--- config.mk ---
export PLATFORM = sky130hd
export DESIGN_NAME = keyed_state_table_set_remove_top
export DESIGN_NICKNAME = d
export VERILOG_FILES = /design/src/rtl/core/kst_pkg.sv /design/src/rtl/core/kst_ram.sv /design/src/rtl/core/kst_front.sv /design/src/rtl/core/kst_engine.sv /design/src/rtl/core/keyed_state_table_set_remove_top.sv
export SDC_FILE = /design/constraint.sdc
export NUM_CORES = 2
export LEC_CHECK = 0
export ABC_CLOCK_PERIOD_IN_PS = 7600
export BUFFER_PORTS_ARGS = -buffer_cell sky130_fd_sc_hd__buf_2
export CAP_MARGIN = 20
export CORE_MARGIN = 4
export CORE_UTILIZATION = 60
export CTS_CLUSTER_SIZE = 40
export DETAILED_ROUTE_END_ITERATION = 8
export PLACE_DENSITY = 0.85
export SLEW_MARGIN = 10
export SYNTH_ARGS = -nofsm -noshare
export SYNTH_HDL_FRONTEND = slang
export SYNTH_SLANG_ARGS = --single-unit
--- constraint.sdc ---
create_clock -name clk -period 7.6 [get_ports clk]
set_input_delay 0.76 -clock clk [delete_from_list [all_inputs] [get_ports clk]]
set_output_delay 0.76 -clock clk [all_outputs]
set_load 0.01 [all_outputs]
--- src/rtl/core/kst_pkg.sv ---
package kst_pkg;

    localparam int KEY_W       = 32;
    localparam int VALUE_W     = 32;
    localparam int STATUS_W    = 3;
    localparam int COUNT_OUT_W = 7;

    typedef enum logic [0:0] {
        OP_SET    = 1'b0,
        OP_REMOVE = 1'b1
    } op_t;

    typedef enum logic [STATUS_W-1:0] {
        ST_UPDATED  = 3'd0,
        ST_APPENDED = 3'd1,
        ST_REMOVED  = 3'd2,
        ST_ABSENT   = 3'd3,
        ST_FULL     = 3'd4
    } status_t;

    typedef struct packed {
        op_t                op;
        logic [KEY_W-1:0]   key;
        logic [VALUE_W-1:0] value;
    } item_t;

    typedef struct packed {
        status_t                status;
        logic [COUNT_OUT_W-1:0] entry_count;
    } result_t;

endpackage

--- src/rtl/core/kst_ram.sv ---
module kst_ram #(
    parameter int WIDTH = 32,
    parameter int DEPTH = 64
) (
    input  logic                     clk,
    input  logic                     we,
    input  logic [$clog2(DEPTH)-1:0] waddr,
    input  logic [WIDTH-1:0]         wdata,
    input  logic [$clog2(DEPTH)-1:0] raddr,
    output logic [WIDTH-1:0]         rdata
);

    logic [WIDTH-1:0] mem_reg [DEPTH];
    logic [WIDTH-1:0] rdata_reg;

    always_ff @(posedge clk)
    begin
        if (we)
        begin
            mem_reg[waddr] <= wdata;
        end
        rdata_reg <= mem_reg[raddr];
    end

    assign rdata = rdata_reg;

endmodule

--- src/rtl/core/kst_front.sv ---
module kst_front (
    input  logic           clk,
    input  logic           rst_n,
    input  logic           push,
    output logic           full,
    input  logic           cmd,
    input  logic [31:0]    key,
    input  logic [31:0]    new_value,
    output kst_pkg::item_t q_item,
    output logic           q_valid,
    input  logic           q_take
);

    localparam int QDEPTH = 2;
    localparam int PTR_W  = $clog2(QDEPTH);
    localparam int CNT_W  = $clog2(QDEPTH + 1);

    kst_pkg::item_t   slot_reg [QDEPTH];
    logic [PTR_W-1:0] wr_ptr_reg, wr_ptr_next;
    logic [PTR_W-1:0] rd_ptr_reg, rd_ptr_next;
    logic [CNT_W-1:0] cnt_reg, cnt_next;
    logic             push_fire;
    logic             take_fire;
    kst_pkg::item_t   in_item;

    assign full      = (cnt_reg == CNT_W'(QDEPTH));
    assign q_valid   = (cnt_reg != '0);
    assign q_item    = slot_reg[rd_ptr_reg];
    assign push_fire = push && !full;
    assign take_fire = q_take && q_valid;

    // Decode the raw command bit into an operation code on the way in.
    always_comb
    begin
        in_item.op    = kst_pkg::op_t'(cmd);
        in_item.key   = key;
        in_item.value = new_value;
    end

    always_comb
    begin
        wr_ptr_next = wr_ptr_reg;
        rd_ptr_next = rd_ptr_reg;
        cnt_next    = cnt_reg;
        if (push_fire)
        begin
            wr_ptr_next = (wr_ptr_reg == PTR_W'(QDEPTH - 1)) ? '0 : PTR_W'(wr_ptr_reg + 1'b1);
        end
        if (take_fire)
        begin
            rd_ptr_next = (rd_ptr_reg == PTR_W'(QDEPTH - 1)) ? '0 : PTR_W'(rd_ptr_reg + 1'b1);
        end
        if (push_fire && !take_fire)
        begin
            cnt_next = CNT_W'(cnt_reg + 1'b1);
        end
        else if (take_fire && !push_fire)
        begin
            cnt_next = CNT_W'(cnt_reg - 1'b1);
        end
    end

    always_ff @(posedge clk or negedge rst_n)
    begin
        if (!rst_n)
        begin
            wr_ptr_reg <= '0;
            rd_ptr_reg <= '0;
            cnt_reg    <= '0;
        end
        else
        begin
            wr_ptr_reg <= wr_ptr_next;
            rd_ptr_reg <= rd_ptr_next;
            cnt_reg    <= cnt_next;
        end
    end

    always_ff @(posedge clk)
    begin
        if (push_fire)
        begin
            slot_reg[wr_ptr_reg] <= in_item;
        end
    end

endmodule

--- src/rtl/core/kst_engine.sv ---
module kst_engine #(
    parameter int TABLE_DEPTH = 64
) (
    input  logic             clk,
    input  logic             rst_n,
    input  kst_pkg::item_t   q_item,
    input  logic             q_valid,
    output logic             q_take,
    input  logic             pop,
    output kst_pkg::result_t res,
    output logic             res_valid
);

    localparam int AW = $clog2(TABLE_DEPTH);
    localparam int CW = $clog2(TABLE_DEPTH + 1);
    localparam logic [CW-1:0] FULL_COUNT = CW'(TABLE_DEPTH);

    typedef enum logic [3:0] {
        S_IDLE    = 4'b0001,
        S_SEARCH  = 4'b0010,
        S_RESOLVE = 4'b0100,
        S_MOVE    = 4'b1000
    } state_t;

    state_t                         state_reg, state_next;
    kst_pkg::op_t                   op_reg, op_next;
    logic [kst_pkg::KEY_W-1:0]      key_reg, key_next;
    logic [kst_pkg::VALUE_W-1:0]    val_reg, val_next;
    logic [AW-1:0]                  idx_reg, idx_next;
    logic                           hit_reg, hit_next;
    logic [CW-1:0]                  count_reg, count_next;
    kst_pkg::result_t               res_reg, res_next;
    logic                           res_valid_reg, res_valid_next;

    logic [CW-1:0]                  last_idx;
    logic                           finish_ok;
    logic [AW-1:0]                  rd_addr;
    logic [AW-1:0]                  wr_addr;
    logic                           key_we;
    logic                           val_we;
    logic [kst_pkg::KEY_W-1:0]      key_wdata;
    logic [kst_pkg::VALUE_W-1:0]    val_wdata;
    logic [kst_pkg::KEY_W-1:0]      key_rdata;
    logic [kst_pkg::VALUE_W-1:0]    val_rdata;

    kst_ram #(.WIDTH(kst_pkg::KEY_W), .DEPTH(TABLE_DEPTH)) u_key_ram (
        .clk   (clk),
        .we    (key_we),
        .waddr (wr_addr),
        .wdata (key_wdata),
        .raddr (rd_addr),
        .rdata (key_rdata)
    );

    kst_ram #(.WIDTH(kst_pkg::VALUE_W), .DEPTH(TABLE_DEPTH)) u_val_ram (
        .clk   (clk),
        .we    (val_we),
        .waddr (wr_addr),
        .wdata (val_wdata),
        .raddr (rd_addr),
        .rdata (val_rdata)
    );

    assign last_idx  = CW'(count_reg - 1'b1);
    assign finish_ok = !res_valid_reg || pop;
    assign res       = res_reg;
    assign res_valid = res_valid_reg;

    // The search issues the next address while it compares the data of the
    // previous one, so one entry is checked per cycle.
    always_comb
    begin
        case (state_reg)
            S_SEARCH:  rd_addr = AW'(idx_reg + 1'b1);
            S_RESOLVE: rd_addr = AW'(last_idx);
            S_MOVE:    rd_addr = AW'(last_idx);
            default:   rd_addr = '0;
        endcase
    end

    always_comb
    begin
        state_next     = state_reg;
        op_next        = op_reg;
        key_next       = key_reg;
        val_next       = val_reg;
        idx_next       = idx_reg;
        hit_next       = hit_reg;
        count_next     = count_reg;
        res_next       = res_reg;
        res_valid_next = res_valid_reg && !pop;
        q_take         = 1'b0;
        key_we         = 1'b0;
        val_we         = 1'b0;
        wr_addr        = idx_reg;
        key_wdata      = key_reg;
        val_wdata      = val_reg;

        case (state_reg)
            S_IDLE:
            begin
                if (q_valid)
                begin
                    q_take     = 1'b1;
                    op_next    = q_item.op;
                    key_next   = q_item.key;
                    val_next   = q_item.value;
                    idx_next   = '0;
                    hit_next   = 1'b0;
                    state_next = (count_reg == '0) ? S_RESOLVE : S_SEARCH;
                end
            end

            S_SEARCH:
            begin
                if (key_rdata == key_reg)
                begin
                    hit_next   = 1'b1;
                    state_next = S_RESOLVE;
                end
                else if (CW'(idx_reg) == last_idx)
                begin
                    state_next = S_RESOLVE;
                end
                else
                begin
                    idx_next = AW'(idx_reg + 1'b1);
                end
            end

            S_RESOLVE:
            begin
                if (op_reg == kst_pkg::OP_REMOVE && hit_reg && CW'(idx_reg) != last_idx)
                begin
                    // The last entry is being read now and fills the hole in S_MOVE once the result slot is free.
                    state_next = S_MOVE;
                end
                else if (finish_ok)
                begin
                    res_valid_next = 1'b1;
                    state_next     = S_IDLE;
                    if (op_reg == kst_pkg::OP_SET)
                    begin
                        if (hit_reg)
                        begin
                            val_we          = 1'b1;
                            res_next.status = kst_pkg::ST_UPDATED;
                        end
                        else if (count_reg == FULL_COUNT)
                        begin
                            res_next.status = kst_pkg::ST_FULL;
                        end
                        else
                        begin
                            key_we          = 1'b1;
                            val_we          = 1'b1;
                            wr_addr         = AW'(count_reg);
                            count_next      = CW'(count_reg + 1'b1);
                            res_next.status = kst_pkg::ST_APPENDED;
                        end
                    end
                    else if (hit_reg)
                    begin
                        count_next      = last_idx;
                        res_next.status = kst_pkg::ST_REMOVED;
                    end
                    else
                    begin
                        res_next.status = kst_pkg::ST_ABSENT;
                    end
                    res_next.entry_count = kst_pkg::COUNT_OUT_W'(count_next);
                end
            end

            S_MOVE:
            begin
                if (finish_ok)
                begin
                    key_we               = 1'b1;
                    val_we               = 1'b1;
                    key_wdata            = key_rdata;
                    val_wdata            = val_rdata;
                    count_next           = last_idx;
                    res_valid_next       = 1'b1;
                    res_next.status      = kst_pkg::ST_REMOVED;
                    res_next.entry_count = kst_pkg::COUNT_OUT_W'(last_idx);
                    state_next           = S_IDLE;
                end
            end

            default:
            begin
                state_next = S_IDLE;
            end
        endcase
    end

    always_ff @(posedge clk or negedge rst_n)
    begin
        if (!rst_n)
        begin
            state_reg     <= S_IDLE;
            count_reg     <= '0;
            res_valid_reg <= 1'b0;
        end
        else
        begin
            state_reg     <= state_next;
            count_reg     <= count_next;
            res_valid_reg <= res_valid_next;
        end
    end

    always_ff @(posedge clk)
    begin
        op_reg  <= op_next;
        key_reg <= key_next;
        val_reg <= val_next;
        idx_reg <= idx_next;
        hit_reg <= hit_next;
        res_reg <= res_next;
    end

endmodule

--- src/rtl/core/keyed_state_table_set_remove_top.sv ---
// The engine scans the stored entries one per cycle, up to TABLE_DEPTH of them,
// through the single key memory read port; a remove that moves the last entry into
// the freed slot passes through an extra move state. The engine handles one command
// at a time, and a two-entry input queue keeps accepting while the engine searches.
// Reset (rst_n, asynchronous, active low) empties the table, queue and result slot.
module keyed_state_table_set_remove_top #(
    parameter int TABLE_DEPTH = 64
) (
    input  logic        clk,
    input  logic        rst_n,
    input  logic        push,
    output logic        full,
    input  logic        cmd,
    input  logic [31:0] key,
    input  logic [31:0] new_value,
    output logic        empty,
    input  logic        pop,
    output logic [2:0]  status,
    output logic [6:0]  entry_count
);

    kst_pkg::item_t   q_item;
    logic             q_valid;
    logic             q_take;
    kst_pkg::result_t res;
    logic             res_valid;

    kst_front u_front (
        .clk       (clk),
        .rst_n     (rst_n),
        .push      (push),
        .full      (full),
        .cmd       (cmd),
        .key       (key),
        .new_value (new_value),
        .q_item    (q_item),
        .q_valid   (q_valid),
        .q_take    (q_take)
    );

    kst_engine #(.TABLE_DEPTH(TABLE_DEPTH)) u_engine (
        .clk       (clk),
        .rst_n     (rst_n),
        .q_item    (q_item),
        .q_valid   (q_valid),
        .q_take    (q_take),
        .pop       (pop),
        .res       (res),
        .res_valid (res_valid)
    );

    assign empty       = !res_valid;
    assign status      = res.status;
    assign entry_count = res.entry_count;

endmodule

**Yosys cells after proc, flatten, opt, wreduce, memory -nomap -nowiden**

Memories as Yosys holds them, arrays and structs flattened. A register that Yosys moved wholly into a read port is not among the register bits.
Cells that the tools add are included.
Widths: inputs -> output; s select.

- Register bits after elaboration: 33
- Memory bits (writable): 2,178
- Bits of input ports: 69
- Output and inout port bits: 12
- Logic and storage cells: 119
- Memories kept: 2

- Add/subtract/negate cells: 7
- Eq/ne operators: 17
- Mux-type cells: 59
- Reduce and logical (&&, ||, !) cells: 24

Memory list:

| memory | words | width | read ports | clocked after memory_dff | write ports | line | source |
|---|---|---|---|---|---|---|---|
| u_engine.u_key_ram.mem_reg | 64 | 32 | 1 | 1 | 1 | kst_ram.sv:13 | `logic [WIDTH-1:0] mem_reg [DEPTH];` |
| u_front.slot_reg | 2 | 65 | 1 | 1 | 1 | kst_front.sv:18 | `kst_pkg::item_t slot_reg [QDEPTH];` |

Operator list:

| operator | number |
|---|---|
| $mux 32 | 2 |
| $mux 6 | 9 |
| $mux 7 | 7 |
| $eq 32x32->1 | 1 |
| $mux 10 | 3 |
| $pmux 6 s2 | 2 |
| $mux 4 | 5 |
| $pmux 10 s2 | 1 |
| $mux 1 | 19 |
| $pmux 4 s4 | 1 |
| $pmux 7 s2 | 1 |
| $mux 3 | 4 |
| $ne 2x2->1 const B | 4 |
| $reduce_and 4->1 | 2 |
| $reduce_bool 2->1 | 4 |
| $add 7x1->7 const B | 1 |
| $eq 6x7->1 | 1 |
| $eq 7x7->1 const B | 1 |
| $logic_and 1x1->1 | 7 |
| $logic_not 7->1 | 1 |
| $ne 6x7->1 | 1 |
| $sub 7x1->7 const B | 1 |
| $add 6x1->6 const B | 1 |
| $ne 2x1->1 const B | 3 |
| other kinds (16) | 25 |

**Depth between registers and ports, before layout**

- Word-level depth: 9
- Mapped depth: 12
- Mapped depth without buffers: 9

**Modules after synthesis**

A second synthesis with hierarchy kept.

- Cells, all modules: 3,865
- Area, all modules: 87,338.8 um^2

By module, submodules not included:

| module | instances | cells an instance | area each (um^2) | seq. area each (um^2) |
|---|---|---|---|---|
| kst_ram | 1 | 3,324 | 78,515.3 | 62,139.6 |
| kst_front | 1 | 221 | 5,049.8 | 4,003.8 |
| kst_engine | 1 | 319 | 3,769.9 | 1,803.0 |
| keyed_state_table_set_remove_top | 1 | 1 | 3.8 | 0.0 |

**Least setup slack after synthesis**

OpenSTA, ideal clock, no wires.

- Path kind: reg2reg
- From: register u_engine.count_reg[0]
- To: memory u_engine.u_key_ram.mem_reg[52][0], enable pin
- Library setup time: 501 ps
- Data arrival time: 5,282 ps
- Slack: 1,817 ps
- Stages on the path, launching flop included: 10
- Path buffers: 2
- Cells stage by stage: dfrtp_1 > clkbuf_1 > inv_1 > ha_1 > nand3_1 > nand4_2 > buf_4 > o31ai_1 > nand2_1 > nor4_1

- Longest elaborated chain between the ends: 9

RTL lines:

| element | line | source |
|---|---|---|
| from (decl) | kst_engine.sv:31 | `logic [CW-1:0] count_reg, count_next;` |
| from (signal assigned) | kst_engine.sv:209 | `count_reg <= count_next;` |
| parallel branches: the longest is 9 deep, another holds $sub 7x1->7 | - |  |
| to (decl) | kst_ram.sv:13 |  |

Several ways; the timed one is not identified.

**Worst setup path in the final report**

- From: register u_engine.count_reg[0]
- To: memory u_engine.u_key_ram.mem_reg[53][30], enable pin

Same word-level chain as after synthesis.

==> flow_metrics.py <==
metrics = {
    "critical_path": {
        "r2r_cells": 8,
        "reg2reg_to": "u_engine.u_key_ram.mem_reg[53][30]",
        "crit_arrival_ns": 6.08,
        "cp-start-kind": "flip-flop",
        "critPathRequiredTime_ns": 8.11,
        "criticalPathCategory": "flip-flop to flip-flop",
        "timing.rr.start": "u_engine.count_reg[0]",
        "rrSetupSlack_ns": 2.03,
        "end_kind": "flip-flop",
        "cp_max_fo": 26,
    },
    "sta": {
        "period_share": 0.734,
        "hold_viol": 0,
        "tns_ns": 0,
        "relSlewSlack": 0.216,
        "rsz0062_at_grt": "false",
        "drv_slew": 0,
        "fin_crit_ns": 5.57,
        "finClkSkew_ns": 0.0316,
        "worst_slew_pin_slew_ns": 1.17,
        "setup_ws_ns": 2.03,
        "timing.hold.ws_ns": 0.104,
        "finalSetupViolCount": 0,
        "fmax_ghz": 0.179,
    },
    "min_path": {
        "min_from": "key[22]",
        "min_path_cells": 1,
        "min_path_type": "input port to flip-flop",
        "holdPathEnd": "u_front.slot_reg[1][54]",
    },
    "pwr": {
        "p_leak_nw": 33.7,
        "ir_drop_v": 0.000288,
        "power.density_mw_per_mm2": 353,
        "total_power_mw": 33.7,
    },
    "floorplanning": {
        "core_mm2": 0.142,
        "start_util": 0.607,
        "die_x_um": 387,
        "die-height_um": 387,
        "rows": 138,
        "die_area_mm2": 0.150,
        "ios": 81,
    },
    "synthesis": {
        "synth_xor_area_frac": 0.00617,
        "syn_area_per_cell_um2": 16.3,
        "ys.flop_type": "edfxtp_1",
        "synth_seq_area_share": 0.766,
        "synth_edf_count": 2164,
        "ys_ff_latch": 2212,
        "synth_compound_area_frac": 0.0677,
        "netlist_instances": 5301,
        "synthSimpleGateAreaFrac": 0.0684,
        "synth_cell_types": 70,
        "syn_area_mm2": 0.0862,
        "synth_adder_area_share": 0.000726,
        "synthMuxAreaShare": 0.0684,
        "async_reset_ff_frac": 0.00723,
        "mappedNetlistNets": 5375,
        "synth_top_family_by_area": "multiplexers",
        "ys_warn_count": 0,
    },
    "clock_network": {
        "cts.sinks": 2212,
        "cts_tree": "done",
        "cts_root_buf": "clkbuf_16",
        "insertion_delay_ns": 0.85,
        "cts.htree.levels": 4,
        "clk_pin_slew_worst_paths_ns": 0.07,
        "cts_setup_buffers": 0,
        "cts_buffers": 200,
        "clockBufferDepth": 3,
    },
    "global_route": {
        "grt_pass1_wl_um": 318000,
        "antenna_found_initial": 1,
        "grtUsageTotal": 0.282,
        "grt_max_degree": 160,
        "grt_pass1_vias": 50100,
        "grt_overflow_total": 0,
    },
    "routing": {
        "dr.pass1.iters": 6,
        "routedWlPerCell_um": 30.2,
        "vias": 51900,
        "avgViaCountPerCell": 6.99,
        "ant_nets": 0,
        "drc": 0,
        "drt_iter0_markers": 9527,
        "wl_um": 224000,
    },
    "placement": {
        "place_hpwl_um": 112000,
        "portBuffers": 48,
        "gp_congestion": 0.865,
        "dpl.cell_count": 7017,
        "dpl_worst_slack_ns": 2.06,
    },
    "final_layout": {
        "final_cells": 7417,
        "fillers": 8163,
        "area_growth_pct": 10.8,
        "drive_gt1_frac": 0.114,
        "ff_latch_area_mm2": 0.0660,
        "final_cell_mix": "edfxtp_1, nand2_1, a32oi_1",
        "layout.nets": 5428,
        "layout_commonest_cell": "edfxtp_1",
        "multi_input_area_mm2": 0.0188,
        "largest_reg_flops": 2048,
    },
    "run_status": {
        "status": "finished, final reports clean",
    },
    "job": {
        "cap_violations": 0,
    },
}
-- report_power, final --
group | leakage (nW) | internal (mW) | total [mW] | switching [mW]
Combinational | 10.7 | 2.20 | 7.97 | 5.77
Clock | 3.08 | 5.42 | 9.89 | 4.47
Sequential | 19.9 | 15.4 | 15.8 | 0.440
-- metal layers --
metal  wire length, um  part of all wire  global-route usage  up-vias
met2            106000              0.47               0.439     4844
met1             76400              0.34               0.379    25400
li1                  -                 -                   -    20900
met3             28900              0.13              0.0566      703
met5                 0                 0                   0        -
met4             13000             0.058               0.157        0
-- area by class of cell --
type                    instances  area share
diodes                          4    0.000105
clock buffers                 276      0.0572
clock inverters                95     0.00907
inverters                      14    0.000550
multi-input cells            2732       0.197
flip-flops and latches       2212       0.691
well taps                    1890      0.0248
repair buffers                194      0.0203
-- per-stage QoR --
step / util / area (um^2)
after CTS: 0.668 / 95000
after global placement: 0.623 / 88600
after detailed placement: 0.624 / 88600
after global routing: 0.672 / 95500
final: 0.672 / 95500
after floorplan: - / 86200
-- critical path, stage by stage, from the launching register on --
cell	delay, ns
dfrtp_1	0.59
inv_1	0.18
ha_1	0.26
nand3_1	0.29
nand4_2	0.59
o31ai_1	1.11
nand3_1	0.86
nor2_4	0.89
buf_4	0.42
-- cell families (layout without fill, tap and decap cells) --
family | count (synthesis) | count (layout)
AO/OA/AOI/OAI | 710 | 710
XOR/XNOR | 55 | 55
adder cells (fa/ha/maj) | 5 | 5
buffers and inverters | 357 | 579
flip-flops | 2212 | 2212
multiplexers | 581 | 581
other | 0 | 4
AND/OR/NAND/NOR | 1381 | 1381
-- worst max-delay path by stage --
stage / endpoint / startpoint / slack [ns] / depth (start not counted)
3_5_place_dp: u_engine.u_key_ram.mem_reg[61][6] / u_engine.count_reg[0] / 2.06 / 8
6_report: u_engine.u_key_ram.mem_reg[53][30] / u_engine.count_reg[0] / 2.03 / 8
3_3_place_gp: u_engine.u_key_ram.mem_reg[13][0] / u_engine.count_reg[0] / 2.17 / 8
5_1_grt: u_engine.u_key_ram.mem_reg[14][3] / u_engine.count_reg[0] / 1.86 / 8
2_1_floorplan: u_engine.u_key_ram.mem_reg[52][0] / u_engine.count_reg[0] / 1.82 / 9
4_1_cts: u_engine.u_key_ram.mem_reg[61][6] / u_engine.count_reg[0] / 2.00 / 8
-- cell usage after synthesis (all sizes together) (5+ instances only) --
cell | n | area (um^2)
dfxtp | 32 | 641
nor2 | 72 | 278
nor3 | 13 | 65.1
dfrtp | 15 | 375
xor2 | 10 | 95.1
o22ai | 8 | 50.1
a32oi | 513 | 4490
nand2 | 1059 | 3980
nand3b | 6 | 45.0
mux2i | 513 | 5130
a31oi | 131 | 820
mux2 | 68 | 766
xnor2 | 42 | 368
buf | 220 | 1440
a21oi | 10 | 61.3
clkbuf | 123 | 467
inv | 14 | 52.6
nand4 | 43 | 275
nand3 | 17 | 85.1
o31ai | 8 | 60.1
and3 | 130 | 813
o21ai | 17 | 88.8
edfxtp | 2164 | 65000
ha | 5 | 62.6
nor4 | 17 | 158
-- repair_timing --
item | CTS | global route
gates resized for setup | 0 | 0
hold buffers | 1 | 0
hold endpoints to repair | 15 | 0
(Power assumes the default switching activity.)
